### src/rtl/i2cm_pkg.sv
// Shared types, codes and constants of the I2C master byte engine.
package i2cm_pkg;

    localparam logic [1:0] OP_START = 2'd0;
    localparam logic [1:0] OP_STOP  = 2'd1;
    localparam logic [1:0] OP_WRITE = 2'd2;
    localparam logic [1:0] OP_READ  = 2'd3;

    localparam int unsigned CMD_QUEUE_DEPTH = 2;
    localparam logic [15:0] HALF_PERIOD_RESET = 16'd250;

    localparam logic [4:0] LAST_PHASE_COND = 5'd2;
    localparam logic [4:0] LAST_PHASE_BYTE = 5'd17;
    localparam logic [3:0] ACK_CLOCK       = 4'd8;

    typedef struct packed {
        logic [1:0] op;
        logic [7:0] tx_byte;
        logic       master_nack;
        logic [7:0] slave_byte;
        logic       slave_ack;
    } in_item_t;

    typedef struct packed {
        logic       scl;
        logic       sda_pull_low;
        logic [7:0] rx_byte;
        logic       ack_seen;
        logic       last;
    } out_item_t;

    // Classified command: data is tx_byte for a write and slave_byte for a read;
    // flag is slave_ack for a write and master_nack for a read.
    typedef struct packed {
        logic [1:0] kind;
        logic [7:0] data;
        logic       flag;
    } cmd_t;

endpackage

### src/rtl/i2cm_front.sv
// Command front end: accepts items, classifies them and queues them for the bus sequencer.
module i2cm_front #(
    parameter int unsigned QueueDepth = i2cm_pkg::CMD_QUEUE_DEPTH
) (
    input  logic               clk,
    input  logic               rst_n,
    input  logic               cmd_valid,
    output logic               cmd_ready,
    input  i2cm_pkg::in_item_t cmd,
    output logic               q_valid,
    input  logic               q_pop,
    output i2cm_pkg::cmd_t     q_head
);

    localparam int unsigned PtrW = (QueueDepth > 1) ? $clog2(QueueDepth) : 1;
    localparam int unsigned CntW = $clog2(QueueDepth + 1);
    localparam logic [PtrW-1:0] LastPtr = PtrW'(QueueDepth - 1);
    localparam logic [CntW-1:0] FullCnt = CntW'(QueueDepth);

    i2cm_pkg::cmd_t slot_reg [QueueDepth];
    logic [PtrW-1:0] wr_ptr_reg, wr_ptr_next;
    logic [PtrW-1:0] rd_ptr_reg, rd_ptr_next;
    logic [CntW-1:0] count_reg, count_next;
    i2cm_pkg::cmd_t  decoded;
    logic            push;

    // Keep only the fields that matter for each kind of command.
    always_comb
    begin
        decoded.kind = cmd.op;
        case (cmd.op)
            i2cm_pkg::OP_WRITE:
            begin
                decoded.data = cmd.tx_byte;
                decoded.flag = cmd.slave_ack;
            end
            i2cm_pkg::OP_READ:
            begin
                decoded.data = cmd.slave_byte;
                decoded.flag = cmd.master_nack;
            end
            default:
            begin
                decoded.data = 8'd0;
                decoded.flag = 1'b0;
            end
        endcase
    end

    assign cmd_ready = (count_reg != FullCnt);
    assign push      = cmd_valid && cmd_ready;
    assign q_valid   = (count_reg != '0);
    assign q_head    = slot_reg[rd_ptr_reg];

    always_comb
    begin
        wr_ptr_next = wr_ptr_reg;
        rd_ptr_next = rd_ptr_reg;
        count_next  = count_reg;
        if (push)
        begin
            wr_ptr_next = (wr_ptr_reg == LastPtr) ? '0 : wr_ptr_reg + 1'b1;
        end
        if (q_pop && q_valid)
        begin
            rd_ptr_next = (rd_ptr_reg == LastPtr) ? '0 : rd_ptr_reg + 1'b1;
        end
        if (push && !(q_pop && q_valid))
        begin
            count_next = count_reg + 1'b1;
        end
        else if (!push && q_pop && q_valid)
        begin
            count_next = count_reg - 1'b1;
        end
    end

    always_ff @(posedge clk or negedge rst_n)
    begin
        if (!rst_n)
        begin
            wr_ptr_reg <= '0;
            rd_ptr_reg <= '0;
            count_reg  <= '0;
        end
        else
        begin
            wr_ptr_reg <= wr_ptr_next;
            rd_ptr_reg <= rd_ptr_next;
            count_reg  <= count_next;
        end
    end

    always_ff @(posedge clk)
    begin
        if (push)
        begin
            slot_reg[wr_ptr_reg] <= decoded;
        end
    end

endmodule

### src/rtl/i2cm_back.sv
// Bus sequencer: turns one queued command into its run of SCL half periods.
module i2cm_back (
    input  logic                clk,
    input  logic                rst_n,
    input  logic [15:0]         half_period,
    input  logic                q_valid,
    output logic                q_pop,
    input  i2cm_pkg::cmd_t      q_head,
    output logic                rsp_valid,
    input  logic                rsp_ready,
    output i2cm_pkg::out_item_t rsp
);

    logic                busy_reg, busy_next;
    i2cm_pkg::cmd_t      cmd_reg, cmd_next;
    logic [4:0]          phase_reg, phase_next;
    logic [15:0]         wait_reg, wait_next;
    logic                out_valid_reg, out_valid_next;
    i2cm_pkg::out_item_t out_reg, out_next;

    i2cm_pkg::out_item_t item;
    logic [3:0]          clk_idx;
    logic [2:0]          bit_sel;
    logic                is_last;
    logic                emit;

    assign clk_idx = phase_reg[4:1];
    assign bit_sel = 3'd7 - clk_idx[2:0];

    // Build the half period for the current phase.
    always_comb
    begin
        item = '0;
        item.scl = phase_reg[0];
        case (cmd_reg.kind)
            i2cm_pkg::OP_START:
            begin
                item.scl          = (phase_reg != i2cm_pkg::LAST_PHASE_COND);
                item.sda_pull_low = (phase_reg != 5'd0);
                item.last         = (phase_reg == i2cm_pkg::LAST_PHASE_COND);
            end
            i2cm_pkg::OP_STOP:
            begin
                item.scl          = (phase_reg != 5'd0);
                item.sda_pull_low = (phase_reg != i2cm_pkg::LAST_PHASE_COND);
                item.last         = (phase_reg == i2cm_pkg::LAST_PHASE_COND);
            end
            i2cm_pkg::OP_WRITE:
            begin
                // Release SDA on the ack clock and report what the slave drove.
                item.sda_pull_low = (clk_idx != i2cm_pkg::ACK_CLOCK) && !cmd_reg.data[bit_sel];
                item.last         = (phase_reg == i2cm_pkg::LAST_PHASE_BYTE);
                item.ack_seen     = item.last && cmd_reg.flag;
            end
            i2cm_pkg::OP_READ:
            begin
                item.sda_pull_low = (clk_idx == i2cm_pkg::ACK_CLOCK) && !cmd_reg.flag;
                item.last         = (phase_reg == i2cm_pkg::LAST_PHASE_BYTE);
                item.rx_byte      = item.last ? cmd_reg.data : 8'd0;
            end
            default:
            begin
                item = '0;
            end
        endcase
    end

    assign is_last = item.last;
    assign emit    = busy_reg && (wait_reg == '0) && (!out_valid_reg || rsp_ready);
    assign q_pop   = !busy_reg && q_valid;

    always_comb
    begin
        busy_next      = busy_reg;
        cmd_next       = cmd_reg;
        phase_next     = phase_reg;
        wait_next      = wait_reg;
        out_valid_next = out_valid_reg;
        out_next       = out_reg;

        if (out_valid_reg && rsp_ready)
        begin
            out_valid_next = 1'b0;
        end

        // Let the last half period of a run run out before the next run starts.
        if (wait_reg != '0)
        begin
            wait_next = wait_reg - 1'b1;
        end

        if (q_pop)
        begin
            busy_next  = 1'b1;
            cmd_next   = q_head;
            phase_next = '0;
        end
        else if (emit)
        begin
            out_valid_next = 1'b1;
            out_next       = item;
            // Hold each half period for the programmed count; zero acts as one.
            wait_next      = (half_period == '0) ? '0 : half_period - 1'b1;
            phase_next     = phase_reg + 1'b1;
            if (is_last)
            begin
                busy_next = 1'b0;
            end
        end
    end

    always_ff @(posedge clk or negedge rst_n)
    begin
        if (!rst_n)
        begin
            busy_reg      <= 1'b0;
            phase_reg     <= '0;
            wait_reg      <= '0;
            out_valid_reg <= 1'b0;
        end
        else
        begin
            busy_reg      <= busy_next;
            phase_reg     <= phase_next;
            wait_reg      <= wait_next;
            out_valid_reg <= out_valid_next;
        end
    end

    always_ff @(posedge clk)
    begin
        cmd_reg <= cmd_next;
        out_reg <= out_next;
    end

    assign rsp_valid = out_valid_reg;
    assign rsp       = out_reg;

endmodule

### src/rtl/i2c_master_byte_engine.sv
// Top level of the I2C master byte engine: divider register, command queue and bus sequencer.
// Each command (start, stop, write byte, read byte) becomes a run of SCL half-period items:
// three for start and stop, eighteen for a byte. Items leave one per half period while the output is
// not stalled by rsp_ready; the half-period length comes from the divider register (a value of 0
// counts as 1), and the half-period counter in the sequencer sets the rate. A small command queue
// accepts commands, until it is full, while the sequencer works and while a finished item waits
// at the output. The last item of each run carries the received byte (read) or the ack seen
// (write). Write the divider only while the engine is idle.
module i2c_master_byte_engine #(
    parameter int unsigned QueueDepth = i2cm_pkg::CMD_QUEUE_DEPTH
) (
    input  logic                clk,
    input  logic                rst_n,
    input  logic                cfg_valid,
    output logic                cfg_ready,
    input  logic [15:0]         cfg_data,
    input  logic                cmd_valid,
    output logic                cmd_ready,
    input  i2cm_pkg::in_item_t  cmd,
    output logic                rsp_valid,
    input  logic                rsp_ready,
    output i2cm_pkg::out_item_t rsp
);

    logic [15:0]    half_period_reg, half_period_next;
    logic           q_valid;
    logic           q_pop;
    i2cm_pkg::cmd_t q_head;

    assign cfg_ready        = 1'b1;
    assign half_period_next = (cfg_valid && cfg_ready) ? cfg_data : half_period_reg;

    always_ff @(posedge clk or negedge rst_n)
    begin
        if (!rst_n)
        begin
            half_period_reg <= i2cm_pkg::HALF_PERIOD_RESET;
        end
        else
        begin
            half_period_reg <= half_period_next;
        end
    end

    i2cm_front #(
        .QueueDepth (QueueDepth)
    ) u_front (
        .clk       (clk),
        .rst_n     (rst_n),
        .cmd_valid (cmd_valid),
        .cmd_ready (cmd_ready),
        .cmd       (cmd),
        .q_valid   (q_valid),
        .q_pop     (q_pop),
        .q_head    (q_head)
    );

    i2cm_back u_back (
        .clk         (clk),
        .rst_n       (rst_n),
        .half_period (half_period_reg),
        .q_valid     (q_valid),
        .q_pop       (q_pop),
        .q_head      (q_head),
        .rsp_valid   (rsp_valid),
        .rsp_ready   (rsp_ready),
        .rsp         (rsp)
    );

endmodule
### config.mk
export PLATFORM = sky130hd
export DESIGN_NAME = i2c_master_byte_engine
export DESIGN_NICKNAME = d
export VERILOG_FILES = /design/src/rtl/i2cm_pkg.sv /design/src/rtl/i2cm_front.sv /design/src/rtl/i2cm_back.sv /design/src/rtl/i2c_master_byte_engine.sv
export SDC_FILE = /design/constraint.sdc
export NUM_CORES = 1
export LEC_CHECK = 0
export ABC_AREA = 0
export ABC_CLOCK_PERIOD_IN_PS = 4210
export BUFFER_PORTS_ARGS = -buffer_cell sky130_fd_sc_hd__buf_2
export CORE_MARGIN = 5
export CORE_UTILIZATION = 55
export DETAILED_ROUTE_END_ITERATION = 6
export GPL_TIMING_DRIVEN = 0
export PLACE_DENSITY = 0.78
export SKIP_CTS_REPAIR_TIMING = 1
export SLEW_MARGIN = 20
export SYNTH_ARGS = -nofsm -noshare
export SYNTH_HDL_FRONTEND = slang
export SYNTH_SLANG_ARGS = --single-unit
### constraint.sdc
create_clock -name clk -period 4.21 [get_ports clk]
set_input_delay 0.421 -clock clk [delete_from_list [all_inputs] [get_ports clk]]
set_output_delay 0.421 -clock clk [all_outputs]
set_load 0.03 [all_outputs]
## Word-level counts from Yosys, hierarchy flattened

Memories as Yosys holds them, arrays and structs flattened. A register that Yosys moved wholly into a read port is not among the register bits.
Cells that the tools add are included.

| storage, ports and cells | value |
|---|---|
| memory bits (writable) | 22 |
| output and inout bits | 15 |
| memories kept | 1 |
| register bits | 55 |

Memories:

| name | depth | bits a word | rd ports | clocked after Yosys merged registers in | wr ports | RTL line | RTL |
|---|---|---|---|---|---|---|---|
| u_front.slot_reg | 2 | 11 | 1 | 1 | 1 | i2cm_front.sv:20 | `i2cm_pkg::cmd_t slot_reg [QueueDepth];` |

| operators by class | value |
|---|---|
| bitwise logic cells | 1 |
| reduce and logical (&&, ||, !) cells | 33 |
| order comparisons | 1 |
| add/sub/neg operators | 8 |
| equal/unequal tests | 11 |
| multiplexer cells | 24 |

Operator list:

| cell | number |
|---|---|
| 2-to-1 mux 16 bit | 4 |
| zero test 16 bit | 2 |
| subtractor 16 x 1 -> 16 bit (second input constant) | 2 |
| one-hot mux 9 bit (2 select lines) | 1 |
| nonzero test 16 bit | 1 |
| logical AND 1 bit | 12 |
| 2-to-1 mux 1 bit | 11 |
| 2-to-1 mux 5 bit | 2 |
| == test 2 bit (second input constant) | 4 |
| nonzero test 2 bit | 4 |
| zero test 1 bit | 6 |
| AND reduction 2 bit | 3 |
| adder 5 x 1 -> 5 bit (second input constant) | 1 |
| == test 5 x 2 -> 1 bit (second input constant) | 1 |
| == test 5 bit (second input constant) | 1 |
| != test 5 x 2 -> 1 bit (second input constant) | 1 |
| nonzero test 5 bit | 1 |
| == test 4 bit (second input constant) | 1 |
| < comparator 3 x 4 -> 1 bit (second input constant) | 1 |
| 2-to-1 mux 2 bit | 2 |
| != test 4 bit (second input constant) | 1 |
| one-hot mux 1 bit (2 select lines) | 2 |
| one-hot mux 1 bit (4 select lines) | 1 |
| OR reduction 2 bit | 2 |
| other kinds (10) | 11 |

## Logic depth before layout (Yosys ltp)

| logic depth | value |
|---|---|
| depth in word-level cells | 7 |
| mapped depth | 8 |
| mapped depth without buffers | 7 |

## By module

A second synthesis with hierarchy kept.

| unflattened totals | value |
|---|---|
| cells, all modules | 351 |
| area, all modules | 4498.1 µm² |

Modules (own cells, without submodules):

| module | cells an instance | times used | seq. area each (µm²) | area each (µm²) |
|---|---|---|---|---|
| i2cm_back | 241 | 1 | 1266.2 | 2626.3 |
| i2cm_front | 74 | 1 | 760.7 | 1203.7 |
| i2c_master_byte_engine | 36 | 1 | 407.9 | 668.1 |

## Least setup slack after synthesis

OpenSTA, ideal clock, no wires.

| timing | value |
|---|---|
| path type | flip-flop to flip-flop |
| start | register u_back.wait_reg[0] |
| end | register u_back.out_reg (netlist bit u_back.rsp[0]) (enable) |
| period minus slack after synthesis | 2.253 ns |
| required time | 3.828 ns |
| cell stages (with the launch flop) | 6 |
| setup time | 0.382 ns |
| path slack | 1.957 ns |
| arrival | 1.871 ns |
| path buffers | 0 |
| cell sequence | dfrtp_1 -> inv_1 -> ha_1 -> nor3b_1 -> nand4_4 -> nor2_1 |

| on the way | value |
|---|---|
| longest elaborated chain between the ends | 4 |

RTL lines:

| element | RTL line | RTL |
|---|---|---|
| from (decl) | i2cm_back.sv:17 | `logic [15:0] wait_reg, wait_next;` |
| from (signal assigned) | i2cm_back.sv:125 | `wait_reg <= wait_next;` |
| zero test 16 bit | i2cm_back.sv:69 | `assign emit = busy_reg && (wait_reg == '0) && (!out_valid_reg \|\| rsp_ready);` |
| logical AND 1 bit (2 in a row) | i2cm_back.sv:69 |  |
| AND reduction 2 bit (no source line) | - |  |
| to (signal assigned) | i2cm_back.sv:133 | `out_reg <= out_next;` |
| to (decl) | i2cm_back.sv:19 | `i2cm_pkg::out_item_t out_reg, out_next;` |

Every way passes these cells.
A chain may end at the register's enable or synchronous reset.

## Worst setup path in the final report

| timing | value |
|---|---|
| start | register u_back.wait_reg[0] |
| end | register u_back.wait_reg[4] |

| on the way | value |
|---|---|
| longest elaborated chain between the ends | 5 |
| elaborated cells on any way between the ends | 8 |
| those cells by class | 1 x add/sub; 3 x mux; 4 x reduce/logical |

RTL lines:

| element | RTL line | RTL |
|---|---|---|
| branches (longest 4 deep; another with subtractor 16 x 1 -> 16 bit) | - |  |
| 2-to-1 mux 16 bit * | i2cm_back.sv:92 | `if (q_pop)` |
| named net u_back.wait_next[4] | i2cm_back.sv:17 |  |

Mark *: on every way through the listed nets, which the timed path passes.

==> qor.txt <==
CP delay by family, top -> simple AND/OR/NAND/NOR gates
crit-path max FO -> 13
Largest register FFs -> 22
Port Buffers -> 53
Min-Delay Path Class -> in -> async
I/O Pins -> 56
global-route wire length before repair -> 13500 µm
crit path launch -> u_back.wait_reg[0]$_DFF_PN0_
run status -> finished clean
total power draw -> 1.81 mW
drt wl/cell -> 15.5 µm
Synth Area in Adders -> 0.0205
reg-to-reg endpoint -> u_back.wait_reg[4]$_DFF_PN0_
Max rail drop VDD -> 0.255 mV
leak pwr -> 1.89 nW
Core Area -> 7650 µm²
non-filler cells, final -> 506
pin count of the biggest net entering global routing -> 44
CP endpoint kind -> flip-flop
Worst setup endpoint -> u_back.wait_reg[4]$_DFF_PN0_
worst path arrival time -> 3000 ps
Pint -> 1.32 mW
DRC Markers -> 0
CTS tree -> built
Power Dens Cells -> 371 nW/µm²
Max clock buf depth -> 2
syn_area_per_cell -> 12.8 µm²
RSZ-0062 raised after global routing -> no
Reg power frac -> 0.583
# setup viols final -> 0
Total GRT Usage -> 0.175
root buffer cell -> clkbuf_8
critical path, cell by cell -> inv_1 > ha_1 > nor3b_1 > nand4_4 > nor2_1 > nand2_1 > o21ai_1
Initial Util -> 0.560
share of cells above drive strength 1 -> 0.304
Sw Share -> 0.268
n_diodes -> 0
final core occ -> 0.637
DIE AREA -> 9640 µm²
cts bufs inserted -> 9
CP max stage delay -> 840 ps
gr ovfl total -> 0
worst path required time -> 4490 ps
Post-Syn Instances -> 335
clock sink count -> 88
Die Wd -> 98.2 µm
Clk pwr share -> 0.309
clock skew after layout -> 14.5 ps
setup TNS -> 0 ps
Via Count -> 2709
Max Clk Rate -> 367 MHz
flop and latch count out of synthesis -> 88
Combinational Power Share -> 0.107
Rel. slew slack -> 0.327
main combinational cell family by area after synthesis -> simple AND/OR/NAND/NOR gates
final WL -> 7830 µm
Area contributors post-synth -> edfxtp_1 32%, dfrtp_1 22%, mux2_2 6.6%
gp weighted congestion -> 0.829
worst reg-to-reg setup slack -> 1480 ps
initial antenna violation count -> 0
most common cell after layout, fill and taps aside -> buf_2
clock slew at reported path FFs -> 100 ps
Worst Path Buf+Inv -> 1
share of the yosys chip area belonging to registers -> 0.569
CP Launch Type -> flip-flop
Die Ht -> 98.2 µm
DR pass1 iterations -> 4
Yosys top cell by area -> edfxtp_1
slowest cell on the critical path -> nor2_1
# nets final -> 447
MaxCap Viol Count -> 0
FF-to-FF Start -> u_back.wait_reg[0]$_DFF_PN0_
worst reg2reg path depth -> 7
clk_lat worst skew -> 350 ps
Yosys warnings -> 0
drt initial violations -> 129
Sw Pwr -> 485 µW
syn_nets -> 383
Post-Syn Area -> 4280 µm²
pin slew with the least headroom to its limit -> 1010 ps
placed insts -> 490
share of the synthesized area in the top cell type -> 0.316
XOR/XNOR Fraction of Synth Area -> 0.0696
H-tree Lvls -> 3
leading cell types in the layout, fill and taps excluded -> 52 x buf_2, 45 x edfxtp_1, 37 x dfrtp_1
Layout area overhead -> 13.9%
Distinct cells, synth -> 55
compound-gate portion of the synthesized area -> 0.0482
fillcell total -> 587
DRT antenna net count -> 0
Post-DP HPWL -> 5790 µm
Fin. Hold Viols -> 0
DR vias/cell -> 5.35
final cycle utilization of the critical path -> 0.648
CP Class -> reg -> reg
fraction of the mapped netlist area in simple logic gates -> 0.170
max-slew violation count -> 0
minimum clock period after layout -> 2730 ps
critical path depth -> 7
row count -> 32
mux cell area share after synthesis -> 0.102
vias in the first global route -> 2798
routing by layer:
metal  up-vias  wire (µm)  track usage
met1      1300       3620        0.236
met3         7        340       0.0407
met5         -          0            0
met4         0        106       0.0546
li1       1330          -            -
met2        72       3770        0.283
worst reg2reg max path: stages, from the launching register on:
cell     delay, ps
dfrtp_1        440
inv_1          120
ha_1           150
nor3b_1        470
nand4_4        250
nor2_1         840
nand2_1        210
o21ai_1        190
stage by stage:
step	worst slack [ps]	hold WS, ps	area (µm²)
3_5_place_dp	1490	493	4670
2_1_floorplan	1960	125	4280
6_report	1480	44.8	4870
4_1_cts	1460	236	4870
3_3_place_gp	1540	477	4670
5_1_grt	1160	76.7	4870
worst min-delay path by stage:
stage | slack (ps) | from | to
after floorplan | 130 | rst_n | half_period_reg[0]$_DFFE_PN0P_
after global placement | 480 | u_front.wr_ptr_reg$_DFFE_PN0P_ | u_front.wr_ptr_reg$_DFFE_PN0P_
after detailed placement | 490 | u_front.wr_ptr_reg$_DFFE_PN0P_ | u_front.wr_ptr_reg$_DFFE_PN0P_
after CTS | 240 | rst_n | u_back.wait_reg[12]$_DFF_PN0_
after global routing | 80 | rst_n | u_back.wait_reg[13]$_DFF_PN0_
final | 40 | rst_n | u_back.wait_reg[12]$_DFF_PN0_
cells by family (layout without fill, tap and decap cells):
| family | after synthesis | in the layout |
|---|---|---|
| adders and majority gates | 7 | 7 |
| xor gates and xnor gates | 34 | 34 |
| DFF | 88 | 88 |
| muxes | 38 | 38 |
| and+or+nand+nor | 116 | 116 |
| other | 1 | 1 |
| AOI/OAI and AO/OA | 34 | 34 |
| buffers and inverters | 17 | 86 |
power by group through the flow:
stage	Sequential, mW	Combinational, mW	Clock [mW]
2_1_floorplan	1.05	0.132	0
3_3_place_gp	1.06	0.186	0
3_5_place_dp	1.07	0.194	0
4_1_cts	1.05	0.197	0.572
5_1_grt	1.06	0.216	0.616
6_report	1.05	0.194	0.559
synth_stat cells, drive strengths merged:
cell type,instances
dfrtp,37
nor3,9
o22ai,1
dfstp,6
mux2i,11
buf,5
nand2b,4
nand3b,3
xnor2,18
nor4b,2
a32oi,1
conb,1
a21oi,5
nor2,20
mux2,25
nand3,8
nand4,4
edfxtp,45
o21ai,23
inv,10
nor3b,7
nand2,24
a32o,1
xor2,16
or4,2
o31ai,1
o211ai,2
or2,2
and3,1
or4b,1
nand4b,1
ha,7
and2,9
nor4,7
mux4,2
nor2b,11
or3,1
clkbuf,2
cell type report:
type,instances,area [µm²],area share
multi-input combinational,230,1760,0.362
tap,102,128,0.0262
timing repair buffer,53,268,0.0550
clock inverter,7,73.8,0.0152
sequential,88,2430,0.500
inverter,10,37.5,0.00770
clock buffer,9,124,0.0254
buffer,7,45.0,0.00924
No activity file was read; power rests on OpenSTA's default activity.
